## config.mk

```make
export PLATFORM = sky130hd
export DESIGN_NAME = multilevel_priority_fifo_unit_flat
export DESIGN_NICKNAME = d
export VERILOG_FILES = /design/src/hw/rtl/mpq_pkg.sv /design/src/hw/rtl/mpq_if.sv /design/src/hw/rtl/mpq_store.sv /design/src/hw/rtl/multilevel_priority_fifo_unit.sv /design/src/flat_wrapper.sv
export VERILOG_INCLUDE_DIRS = /design/src /design/src/hw/rtl
export SDC_FILE = /design/constraint.sdc
export NUM_CORES = 2
export LEC_CHECK = 0
export BUFFER_PORTS_ARGS = -buffer_cell sky130_fd_sc_hd__buf_2
export CAP_MARGIN = 20
export CORE_MARGIN = 2
export CORE_UTILIZATION = 49
export CTS_BUF_LIST = sky130_fd_sc_hd__clkbuf_8
export DETAILED_ROUTE_END_ITERATION = 10
export GPL_TIMING_DRIVEN = 0
export SLEW_MARGIN = 0
export SYNTH_ARGS = -nofsm -noshare
export SYNTH_HDL_FRONTEND = slang
export SYNTH_SLANG_ARGS = --single-unit
```

## constraint.sdc

```tcl
create_clock -name clk -period 4.7 [get_ports clk]
set_input_delay 0.235 -clock clk [delete_from_list [all_inputs] [get_ports clk]]
set_output_delay 0.235 -clock clk [all_outputs]
set_load 0.02 [all_outputs]
```

## src/hw/rtl/assert_macros.svh

```systemverilog
// Assertion helper macros used by the RTL top level.
// No dependencies.
`ifndef ASSERT_MACROS_SVH
`define ASSERT_MACROS_SVH
// Implication checked on every rising clock edge outside reset.
`define ASSERT_IMPL(label, clk, rst_n, ante, cons, msg) \
	label: assert property (@(posedge clk) disable iff (!rst_n) (ante) |-> (cons)) \
		else $error(msg);
// Next-cycle implication outside reset.
`define ASSERT_NEXT(label, clk, rst_n, ante, cons, msg) \
	label: assert property (@(posedge clk) disable iff (!rst_n) (ante) |=> (cons)) \
		else $error(msg);
`endif

```

## src/hw/rtl/mpq_pkg.sv

```systemverilog
// Types and constants for the multilevel priority FIFO.
// No dependencies.
`default_nettype none
package mpq_pkg;
	localparam int unsigned FUNC_W = 3;
	localparam int unsigned HIN_W  = 16;
	localparam int unsigned PRIO_W = 4;
	localparam int unsigned TOP_W  = 3;

	typedef enum logic [FUNC_W-1:0] {
		FN_ENQ    = 3'd0,
		FN_DEQ    = 3'd1,
		FN_URGENT = 3'd2,
		FN_REMOVE = 3'd3,
		FN_QUERY  = 3'd4
	} func_t;

	typedef enum logic [2:0] {
		ST_IDLE,
		ST_DECIDE,
		ST_SCAN,
		ST_SHIFT,
		ST_RESULT
	} state_t;

	// command payload; func stays raw so the unused codes pass through
	typedef struct packed {
		logic [FUNC_W-1:0] func;
		logic [HIN_W-1:0]  item_handle;
		logic [PRIO_W-1:0] priority_req;
	} cmd_t;

	typedef struct packed {
		logic [HIN_W-1:0] out_handle;
		logic             hit;
		logic [TOP_W-1:0] top_class;
	} rsp_t;
endpackage
`default_nettype wire

```

## src/hw/rtl/mpq_if.sv

```systemverilog
// Valid/ready channel interface carrying a payload struct.
// No dependencies.
`default_nettype none
interface mpq_if #(
	parameter type payload_t = logic
);
	logic     valid;
	logic     ready;
	payload_t data;
	modport source (output valid, output data, input ready);
	modport sink   (input valid, input data, output ready);
endinterface
`default_nettype wire

```

## src/hw/rtl/mpq_store.sv

```systemverilog
// Handle memory: all FIFO rows in one RAM, one write and one registered read.
// Depends on nothing else.
`default_nettype none
module mpq_store #(
	parameter int unsigned AW = 7,
	parameter int unsigned DW = 16
) (
	input  wire logic          clk,
	input  wire logic          we,
	input  wire logic [AW-1:0] waddr,
	input  wire logic [DW-1:0] wdata,
	input  wire logic [AW-1:0] raddr,
	output logic      [DW-1:0] rdata
);
	logic [DW-1:0] mem [2**AW];

	always_ff @(posedge clk) begin
		if (we) begin
			mem[waddr] <= wdata;
		end
		rdata <= mem[raddr];
	end
endmodule
`default_nettype wire

```

## src/hw/rtl/multilevel_priority_fifo_unit.sv

```systemverilog
// Multilevel priority FIFO top level: sequencer, counts and the handle RAM.
// Depends on mpq_pkg, mpq_if, mpq_store and assert_macros.svh.
//
// Commands are handled one at a time. After a command transfer the block
// passes through the DECIDE state, the work states below and the RESULT
// state; the response is presented on the cycle after RESULT, and the next
// command is taken the cycle after the response transfer. Enqueue, query,
// unused codes and takes from an empty FIFO need no work states. A take
// reads the head of the row and then compacts the row through the single
// RAM port, with a read and then a write for each entry moved. A remove
// scans one entry per cycle, row by row, and then compacts behind the
// removed entry the same way; the worst case is a miss in a full urgent
// FIFO and a hit at the head of a full level. Counts reset to empty; the
// RAM is not cleared since only entries below a row's count are ever used.
`default_nettype none
`include "assert_macros.svh"
module multilevel_priority_fifo_unit #(
	parameter int unsigned LEVELS      = 6,
	parameter int unsigned DEPTH       = 16,
	parameter int unsigned HANDLE_BITS = 16
) (
	input wire logic clk,
	input wire logic arst_n,
	mpq_if.sink   cmd,
	mpq_if.source rsp
);
	localparam int unsigned ROWS    = LEVELS + 1;
	localparam int unsigned RW      = $clog2(ROWS);
	localparam int unsigned CW      = $clog2(DEPTH + 1);
	localparam int unsigned IW      = $clog2(DEPTH);
	localparam int unsigned AW      = RW + IW;
	localparam int unsigned HW      = HANDLE_BITS;
	localparam int unsigned TOP_W_L = mpq_pkg::TOP_W;

	logic [CW-1:0] cnt_q [ROWS];
	mpq_pkg::state_t state_q, state_d;
	logic [mpq_pkg::FUNC_W-1:0] func_q;
	logic [HW-1:0]  h_q;
	logic           urg_q;
	logic [mpq_pkg::PRIO_W-1:0] lvl_q;
	logic [RW-1:0]  row_q;
	logic [CW-1:0]  idx_q;
	logic           second_q;   // remove: level row pass
	logic           rd_pend_q;  // RAM read issued last cycle
	logic [15:0]    oh_q;
	logic           hit_q;
	logic           rsp_v_q;

	logic           we;
	logic [AW-1:0]  waddr, raddr;
	logic [HW-1:0]  wdata, rdata;

	logic [RW-1:0]  first_row;
	logic           any_ne;
	logic [RW:0]    row_inc;
	logic [TOP_W_L-1:0] top_now;
	logic           lvl_ok;
	logic [mpq_pkg::PRIO_W:0] lvl_inc;
	logic [RW-1:0]  lvl_row;
	logic [RW-1:0]  enq_row;
	logic           enq_ok;
	logic [RW-1:0]  take_row;
	logic [CW-1:0]  cur_cnt;
	logic [CW-1:0]  idx_inc;
	logic           match;

	mpq_store #(.AW(AW), .DW(HW)) u_store (
		.clk(clk), .we(we), .waddr(waddr), .wdata(wdata),
		.raddr(raddr), .rdata(rdata)
	);

	// lowest non-empty row
	always_comb begin
		first_row = '0;
		any_ne    = 1'b0;
		for (int r = ROWS - 1; r >= 0; r--) begin
			if (cnt_q[r] != '0) begin
				first_row = RW'(r);
				any_ne    = 1'b1;
			end
		end
	end

	assign row_inc = {1'b0, first_row} + 1'b1;
	assign top_now = any_ne ? TOP_W_L'(row_inc) : '0;

	assign lvl_ok  = ({28'd0, lvl_q} < 32'(LEVELS));
	assign lvl_inc = {1'b0, lvl_q} + 1'b1;
	assign lvl_row = RW'(lvl_inc);

	always_comb begin
		enq_row = '0;
		if (!urg_q && lvl_ok) enq_row = lvl_row;
		enq_ok = (urg_q || lvl_ok) && (cnt_q[enq_row] < CW'(DEPTH));
	end

	assign take_row = (func_q == mpq_pkg::FN_DEQ) ? first_row : '0;
	assign cur_cnt  = cnt_q[row_q];
	assign idx_inc  = idx_q + 1'b1;
	assign match    = rd_pend_q && (rdata == h_q);

	assign cmd.ready = (state_q == mpq_pkg::ST_IDLE) && !rsp_v_q;
	assign rsp.valid = rsp_v_q;
	assign rsp.data.out_handle = oh_q;
	assign rsp.data.hit        = hit_q;
	assign rsp.data.top_class  = top_now;

	// next state
	always_comb begin
		state_d = state_q;
		unique case (state_q)
			mpq_pkg::ST_IDLE:
				if (cmd.valid && cmd.ready) state_d = mpq_pkg::ST_DECIDE;
			mpq_pkg::ST_DECIDE: begin
				state_d = mpq_pkg::ST_RESULT;
				if (func_q == mpq_pkg::FN_DEQ && any_ne)
					state_d = mpq_pkg::ST_SHIFT;
				if (func_q == mpq_pkg::FN_URGENT && cnt_q[0] != '0)
					state_d = mpq_pkg::ST_SHIFT;
				if (func_q == mpq_pkg::FN_REMOVE)
					state_d = mpq_pkg::ST_SCAN;
			end
			mpq_pkg::ST_SCAN: begin
				if (match)
					state_d = mpq_pkg::ST_SHIFT;
				else if (idx_q >= cur_cnt) begin
					if (!second_q && !urg_q && lvl_ok)
						state_d = mpq_pkg::ST_SCAN;
					else
						state_d = mpq_pkg::ST_RESULT;
				end
			end
			mpq_pkg::ST_SHIFT:
				if (!rd_pend_q && (idx_inc >= cur_cnt))
					state_d = mpq_pkg::ST_RESULT;
			mpq_pkg::ST_RESULT:
				state_d = mpq_pkg::ST_IDLE;
			default: state_d = mpq_pkg::ST_IDLE;
		endcase
	end

	// RAM port control
	always_comb begin
		we    = 1'b0;
		waddr = {row_q, idx_q[IW-1:0]};
		wdata = rdata;
		raddr = {row_q, idx_q[IW-1:0]};
		unique case (state_q)
			mpq_pkg::ST_DECIDE: begin
				we    = (func_q == mpq_pkg::FN_ENQ) && enq_ok;
				waddr = {enq_row, cnt_q[enq_row][IW-1:0]};
				wdata = h_q;
				// head of the row a take will pop
				raddr = {take_row, {IW{1'b0}}};
			end
			mpq_pkg::ST_SHIFT: begin
				// read idx+1, then write it at idx
				raddr = {row_q, idx_inc[IW-1:0]};
				we    = rd_pend_q;
			end
			default: ;
		endcase
	end

	always_ff @(posedge clk or negedge arst_n) begin
		if (!arst_n) begin
			state_q   <= mpq_pkg::ST_IDLE;
			func_q    <= '0;
			h_q       <= '0;
			urg_q     <= 1'b0;
			lvl_q     <= '0;
			row_q     <= '0;
			idx_q     <= '0;
			second_q  <= 1'b0;
			rd_pend_q <= 1'b0;
			oh_q      <= '0;
			hit_q     <= 1'b0;
			for (int r = 0; r < ROWS; r++) cnt_q[r] <= '0;
		end else begin
			state_q <= state_d;
			unique case (state_q)
				mpq_pkg::ST_IDLE:
					if (cmd.valid && cmd.ready) begin
						func_q    <= cmd.data.func;
						h_q       <= HW'(cmd.data.item_handle);
						urg_q     <= cmd.data.priority_req[mpq_pkg::PRIO_W-1];
						lvl_q     <= cmd.data.priority_req;
						oh_q      <= '0;
						hit_q     <= 1'b0;
						idx_q     <= '0;
						row_q     <= '0;
						second_q  <= 1'b0;
						rd_pend_q <= 1'b0;
					end
				mpq_pkg::ST_DECIDE: begin
					unique case (func_q)
						mpq_pkg::FN_ENQ: if (enq_ok) begin
							cnt_q[enq_row] <= cnt_q[enq_row] + 1'b1;
							hit_q <= 1'b1;
						end
						mpq_pkg::FN_DEQ, mpq_pkg::FN_URGENT: row_q <= take_row;
						mpq_pkg::FN_QUERY: hit_q <= any_ne;
						default: ;
					endcase
				end
				mpq_pkg::ST_SCAN: begin
					// one read issued per cycle, compared the cycle after
					if (match) begin
						hit_q     <= 1'b1;
						idx_q     <= idx_q - 1'b1;
						rd_pend_q <= 1'b0;
					end else if (idx_q < cur_cnt) begin
						idx_q     <= idx_inc;
						rd_pend_q <= 1'b1;
					end else begin
						rd_pend_q <= 1'b0;
						if (!second_q && !urg_q && lvl_ok) begin
							second_q <= 1'b1;
							row_q    <= lvl_row;
							idx_q    <= '0;
						end
					end
				end
				mpq_pkg::ST_SHIFT: begin
					// first cycle of a take sees the head read in DECIDE
					if (!hit_q) begin
						oh_q  <= 16'(rdata);
						hit_q <= 1'b1;
					end
					if (rd_pend_q) begin
						idx_q     <= idx_inc;
						rd_pend_q <= 1'b0;
					end else if (idx_inc >= cur_cnt) begin
						cnt_q[row_q] <= cur_cnt - 1'b1;
					end else begin
						rd_pend_q <= 1'b1;
					end
				end
				default: ;
			endcase
		end
	end

	always_ff @(posedge clk or negedge arst_n) begin
		if (!arst_n) begin
			rsp_v_q <= 1'b0;
		end else if (state_q == mpq_pkg::ST_RESULT) begin
			rsp_v_q <= 1'b1;
		end else if (rsp.valid && rsp.ready) begin
			rsp_v_q <= 1'b0;
		end
	end

	`ASSERT_IMPL(a_rsp_hold, clk, arst_n, rsp_v_q, state_q != mpq_pkg::ST_DECIDE,
		"command in flight while result pending")
	`ASSERT_NEXT(a_result_valid, clk, arst_n, state_q == mpq_pkg::ST_RESULT, rsp_v_q,
		"result not raised")
	`ASSERT_IMPL(a_cnt_bound, clk, arst_n, 1'b1, cnt_q[0] <= CW'(DEPTH),
		"urgent count overflow")
endmodule
`default_nettype wire

```

## src/flat_wrapper.sv

```systemverilog
// flat-port wrapper written by rule: the top's interface ports become plain ports
module multilevel_priority_fifo_unit_flat 
#(
	parameter int unsigned LEVELS      = 6,
	parameter int unsigned DEPTH       = 16,
	parameter int unsigned HANDLE_BITS = 16
)
  (clk, arst_n, cmd_valid, cmd_data, cmd_ready, rsp_valid, rsp_data, rsp_ready);
  mpq_if #(.payload_t(mpq_pkg::cmd_t)) cmd_i ();
  mpq_if #(.payload_t(mpq_pkg::rsp_t)) rsp_i ();
  input wire logic clk;
  input wire logic arst_n;
  input wire logic [$bits(cmd_i.valid)-1:0] cmd_valid;
  input wire logic [$bits(cmd_i.data)-1:0] cmd_data;
  output wire logic [$bits(cmd_i.ready)-1:0] cmd_ready;
  output wire logic [$bits(rsp_i.valid)-1:0] rsp_valid;
  output wire logic [$bits(rsp_i.data)-1:0] rsp_data;
  input wire logic [$bits(rsp_i.ready)-1:0] rsp_ready;
  assign cmd_i.valid = cmd_valid;
  assign cmd_i.data = cmd_data;
  assign cmd_ready = cmd_i.ready;
  assign rsp_valid = rsp_i.valid;
  assign rsp_data = rsp_i.data;
  assign rsp_i.ready = rsp_ready;
  multilevel_priority_fifo_unit #(.LEVELS(LEVELS), .DEPTH(DEPTH), .HANDLE_BITS(HANDLE_BITS)) u_core (.clk(clk), .arst_n(arst_n), .cmd(cmd_i), .rsp(rsp_i));
endmodule
```

# Word-level counts from Yosys, hierarchy flattened
# Memory sizes are Yosys's and may differ from the RTL's. A register that Yosys moved wholly into a read port is not among the register bits.
# Index checks and enable logic that the tools add are counted.
# totals
output_inout_bits	22
n_memories	1
ramBits	2048
elab_cells	188
regBits	90
romBits	0
input_bits	27
latch_bits	0
# classes
n_div	0
n_mul	0
shift	0
bitwise_logic	2
magnitude_cmp	9
addsub	6
eq_ne	26
muxes	80
n_reduce_logical	45
# memory_table
name	words	width	read_ports	rd_ports_with_merged_regs	wr	line	rtl
u_core.u_store.mem	128	16	1	1	1	mpq_store.sv:15	logic [DW-1:0] mem [2**AW];
# op_table
operator	n
2-to-1 mux 35 bit	4
bitwise mux 35 bit	2
case mux 35 bit (2 select lines)	1
2-to-1 mux 3 bit	23
2-to-1 mux 5 bit	11
2-to-1 mux 16 bit	3
nonzero test 5 bit	7
case mux 16 bit (2 select lines)	1
binary-select mux 5 bit (select 3 bit)	2
demux 5 bit (select 3 bit)	2
2-to-1 mux 1 bit	21
equality test 16 bit	1
case mux 5 bit (3 select lines)	1
AND reduction 5 bit	3
logical AND 1 bit	14
inequality test 2 x 1 -> 1 bit, second input constant	7
case mux 7 bit (2 select lines)	1
equality test 3 x 2 -> 1 bit, second input constant	4
inequality test 2 bit, second input constant	6
case mux 3 bit (4 select lines)	1
adder 5 x 1 -> 5 bit, second input constant	2
greater-or-equal comparator 5 bit	2
subtractor 5 x 1 -> 5 bit, second input constant	2
case mux 3 bit (3 select lines)	1
other kinds (27)	46

# Logic depth before layout (Yosys ltp)
# logic_depth
depth_word	13
mapped_depth	16
ltp_nobuf	14

# Hierarchy
# From an unflattened synthesis, not the netlist that was laid out.
# hier_totals
hier_cells	3826
hier_area_um2	84763.8
# modules_own_cells
module	n_inst	area_each_um2	cells_per_inst
mpq_store	1	78522.8	3086
multilevel_priority_fifo_unit	1	6241.0	740

# Worst setup path before layout
# Ideal clock, no wire load.
# synth_timing
path_type	register -> register
start	reg u_core.state_q[1]
end	mem u_core.u_store.mem[0][10] (data pin)
n_path_buf	3
synth_period_minus_slack_ns	3.788
stages_incl_launch_ff	8
setup_slack_ns	0.912
t_arrival_ns	3.277
setup_ns	0.511
required_time_ns	4.189
path_cell_list	dfrtp_1 > clkinv_1 > nand3_1 > clkbuf_1 > clkbuf_1 > buf_1 > nand2_1 > nand2_1
# synth_between
elab_chain_cells	2
# synth_lines
item	line	rtl
start: declaration	multilevel_priority_fifo_unit.sv:36	mpq_pkg::state_t state_q, state_d;
start signal: assignment	multilevel_priority_fifo_unit.sv:167	state_q <= mpq_pkg::ST_IDLE;
start signal: assignment	multilevel_priority_fifo_unit.sv:180	state_q <= state_d;
equality test 3 x 1 -> 1 bit	multilevel_priority_fifo_unit.sv:148	unique case (state_q)
2-to-1 mux 16 bit	multilevel_priority_fifo_unit.sv:148	
net u_core.u_store.wdata[10]	mpq_store.sv:11	input wire logic [DW-1:0] wdata,
end: declaration	mpq_store.sv:15	
# The timed path passes the listed nets, and every way through them passes these cells.

# Worst setup path after layout
# layout_timing
start	reg u_core.idx_q[0]
end	reg u_core.u_store.rdata[1] (read register of u_core.u_store.mem)
# layout_between
elab_chain_cells	2
# layout_lines
item	line	rtl
start: declaration	multilevel_priority_fifo_unit.sv:42	logic [CW-1:0] idx_q;
start signal: assignment	multilevel_priority_fifo_unit.sv:210	idx_q <= idx_q - 1'b1;
start signal: assignment	multilevel_priority_fifo_unit.sv:213	idx_q <= idx_inc;
start signal: assignment	multilevel_priority_fifo_unit.sv:231	idx_q <= idx_inc;
adder 5 x 1 -> 5 bit	multilevel_priority_fifo_unit.sv:99	assign idx_inc = idx_q + 1'b1;
case mux 7 bit (2 select lines) *	multilevel_priority_fifo_unit.sv:148	
end: declaration	mpq_store.sv:13	output logic [DW-1:0] rdata
# Mark *: on every way between the ends. The rest lies on a longest branch, timed or not.
# A chain may end at the register's enable or synchronous reset.

==> reports/qor.csv <==
stage,metric,value,unit
status,outcome,"complete, but fails checks",
status,failing checks,negative setup slack,
clock_tree,Worst-Skew Late Latency,1.10,ns
cells_and_area,share of layout cells above drive strength 1,29.68,%
timing,Pins Over Slew Limit,0,
power,P_leak,33.62,nW
cells_and_area,Layout Cells excl Fill,7855,
timing,Slew HR,13.03,%
worst_setup_path,CP Launch Type,flop,
logic_synthesis,Mean Syn Cell Area,18.86,um2
worst_setup_path,Reg-to-Reg End,u_core.u_store.rdata[1]$_DFF_P_,
route,Pre-Repair DR Iteration Count,6,
timing,final period utilization,102.9,%
worst_setup_path,Crit Path Category,reg2reg,
global_routing,Overflow after GRT,0,
worst_hold_path,HP Class,in2async,
cells_and_area,post-layout util,58.40,%
global_routing,first-pass GRT wire length,414900,um
cells_and_area,area grow syn2layout,18.17,%
worst_setup_path,worst reg2reg setup slack,-0.14,ns
logic_synthesis,syn nets,4608,
worst_setup_path,"Largest stage delay, worst path",0.69,ns
global_routing,Total GRT Usage,34.46,%
clock_tree,clock sink count,2153,
logic_synthesis,post-synth top area cell,edfxtp_1,
placed_design,RePlAce Congestion,1.073,
worst_setup_path,r2r startpoint,u_core.idx_q[0]$_DFFE_PN0P_,
floorplan,Placement Rows,153,
floorplan,chip height,423.2,um
clock_tree,H-tree level count,5,
worst_setup_path,slowest CP cell,o32ai_1,
floorplan,Core Area,174200,um2
worst_setup_path,Worst path most repeated cell,buf_2,
timing,Slew @ Worst Pin,1.296,ns
worst_setup_path,crit-path cells,"buf_2, inv_1, ha_1, and4b_1, a21o_1, buf_4, buf_4, nor3_2, buf_2, buf_2, a32oi_1, nand4_1, o21ai_0, o32ai_1, nor3_2",
logic_synthesis,post-synth top area share,71.44,%
placed_design,Final HPWL DP,209900,um
cells_and_area,Nets,5317,
placed_design,Placed Area,92680,um2
route,vias post-DR,51030,
logic_synthesis,Post-synth top flop,edfxtp_1,
timing,Hold WS,0.2500,ns
global_routing,largest net degree at the start of global routing,101,
clock_tree,Clock Path Buffers,4,
worst_setup_path,critical path data required time,5.61,ns
placed_design,pre-CTS setup slack,-1.042,ns
timing,Fin Setup TNS,-0.5701,ns
logic_synthesis,unique cell type count in the Yosys netlist,81,
timing,# setup viols final,9,
cells_and_area,number of fill cells in the layout,13150,
logic_synthesis,top cells by instance count after synthesis,"edfxtp_1, nand2_1, mux4_2, mux2i_1, nor2_1",
clock_tree,Root Buffer,clkbuf_8,
worst_setup_path,CP endpoint kind,flop,
timing,Final min period,4.838,ns
route,drt total wl,309500,um
logic_synthesis,Yosys warning count,0,
logic_synthesis,asr flop ratio synth,4.134,%
job,total of max-cap violations,0,
clock_tree,TritonCTS clock tree,done,
timing,clk_skew,0.08776,ns
floorplan,DIE AREA,179100,um2
global_routing,initial antenna violation count,13,
placed_design,port bufs,48,
floorplan,I/O Pins,49,
worst_setup_path,Crit Path Max Fanout,10,
route,drt wl/cell,39.40,um
power,Peak VDD IR,0.7787,mV
power,PwrDens,671.6,nW/um2
route,"antenna viol nets, final",0,
route,# DRC,0,
clock_tree,total CTS buffers,366,
placed_design,dpl cells,7100,
logic_synthesis,most common cell in the netlist,edfxtp_1,
timing,setup repair after global routing missed its margin,true,
floorplan,initial cell density of the core,49.42,%
floorplan,Die Width,423.2,um
global_routing,vias in the first global route,48810,
logic_synthesis,Post-synth EDFFs,2048,
logic_synthesis,Synth Instances,4565,
timing,hold violation count in the final report,0,
timing,final setup margin,-0.1377,ns
logic_synthesis,post-synthesis sequential area ratio,74.40,%
route,vias per inst,6.496,
power,total power after layout,68.33,mW
worst_setup_path,worst-case reg-to-reg path depth,15,
cells_and_area,Finished Cell Area,101700,um2
route,1st-iter DRT viols,7897,
timing,fmax,0.2067,GHz
logic_synthesis,synth top area cells,"edfxtp_1, mux4_2, mux2i_1",
logic_synthesis,Mapped Area,86090,um2
clock_tree,clk slew on worst S/H paths,0.06,ns
worst_setup_path,Worst Path Arrival,5.75,ns
logic_synthesis,Synth Register Bits,2153,
power by group:
group	total, mW	internal [mW]	switching (mW)
Clock	15.1	7.61	7.52
Combinational	27.1	8.08	19.1
Sequential	26.1	25.5	0.510
Total	68.3	41.2	27.1
flip-flops by register name, summed over array words and instances, names as in the netlist, 3 cells and up:
signal                flops
u_core.idx_q              5
u_core.oh_q              16
u_core.u_store.rdata     16
u_core.func_q             3
u_core.lvl_q              4
u_core.row_q              3
u_core.cnt_q             35
u_core.u_store.mem     2048
u_core.h_q               16
u_core.state_q            3
layout by cell type, fill, tap and decap left out, types with 17 or more instances in the layout:
cell type,instances
a21oi_1,50
a22o_1,21
a22oi_1,20
a31oi_1,24
a32o_1,17
a32oi_1,34
buf_12,31
buf_16,46
buf_2,88
buf_4,132
buf_6,47
buf_8,101
clkbuf_1,52
clkbuf_2,18
clkbuf_8,376
clkinv_1,75
clkinv_2,39
dfrtp_1,89
dlygate4sd3_1,57
edfxtp_1,2048
inv_1,133
mux2_2,36
mux2i_1,227
mux4_2,451
nand2_1,462
nand2_4,24
nand3_1,91
nand4_1,33
nor2_1,82
nor2_2,23
nor2_4,110
nor3_1,34
o21ai_0,70
o221ai_1,17
o22ai_1,21
worst max path at each step:
stage | endpoint | from
3_5_place_dp | u_core.u_store.rdata[1]$_DFF_P_ | u_core.idx_q[0]$_DFFE_PN0P_
6_report | u_core.u_store.rdata[1]$_DFF_P_ | u_core.idx_q[0]$_DFFE_PN0P_
2_1_floorplan | u_core.u_store.mem[0][10]$_DFFE_PP_ | u_core.state_q[1]$_DFFE_PN0P_
5_1_grt | u_core.u_store.rdata[8]$_DFF_P_ | u_core.idx_q[0]$_DFFE_PN0P_
4_1_cts | u_core.u_store.mem[99][10]$_DFFE_PP_ | u_core.lvl_q[0]$_DFFE_PN0P_
3_3_place_gp | u_core.u_store.mem[92][11]$_DFFE_PP_ | u_core.lvl_q[0]$_DFFE_PN0P_
critical path, delay by kind of cell (launching register included):
family / cells / cell delay (ns)
and+or+nand+nor: 4 / 1.05
AOI/OAI and AO/OA: 4 / 1.21
adders and majority gates: 1 / 0.37
buffers and inverters: 6 / 1.59
DFF: 1 / 0.41
layer usage:
metal | up-vias | track usage, % | part of all wire [%]
li1 | 20010 | - | -
met1 | 26890 | 46.89 | 38
met2 | 3393 | 49.91 | 44
met3 | 723 | 10.33 | 12
met4 | 6 | 19.16 | 6.6
met5 | - | 0 | 0.013
logic make-up (layout without fill, tap and decap cells):
kind of cell	count (synthesis)	in the layout	share of synthesized area, %
simple gates	964	964	4.905
other cells	0	8	0
mux	728	728	15.07
buf+inv	267	1224	1.728
fa+ha+maj	16	16	0.2325
compound gates	411	411	3.401
xor+xnor	26	26	0.2645
flops	2153	2153	74.40
area by class of cell:
type | count | area [um2] | area share, %
clock inverter | 241 | 1114 | 1.095
timing repair buffer | 346 | 4695 | 4.615
multi-input combinational | 2145 | 22060 | 21.68
tap | 2325 | 2909 | 2.860
antenna | 8 | 20.02 | 0.01968
inverter | 18 | 67.56 | 0.06642
buffer | 244 | 1657 | 1.628
sequential | 2153 | 64050 | 62.96
clock buffer | 375 | 5161 | 5.073
timing repair:
| item | CTS | global route |
|---|---|---|
| buffers inserted | 10 | 65 |
| hold endpoints to repair | 133 | 0 |
| pin swaps | 13 | 38 |
| setup endpoints to repair | 1724 | 1990 |
| resized for setup | 224 | 98 |
| hold buffers | 58 | 0 |
No activity file was read; power rests on OpenSTA's default activity.
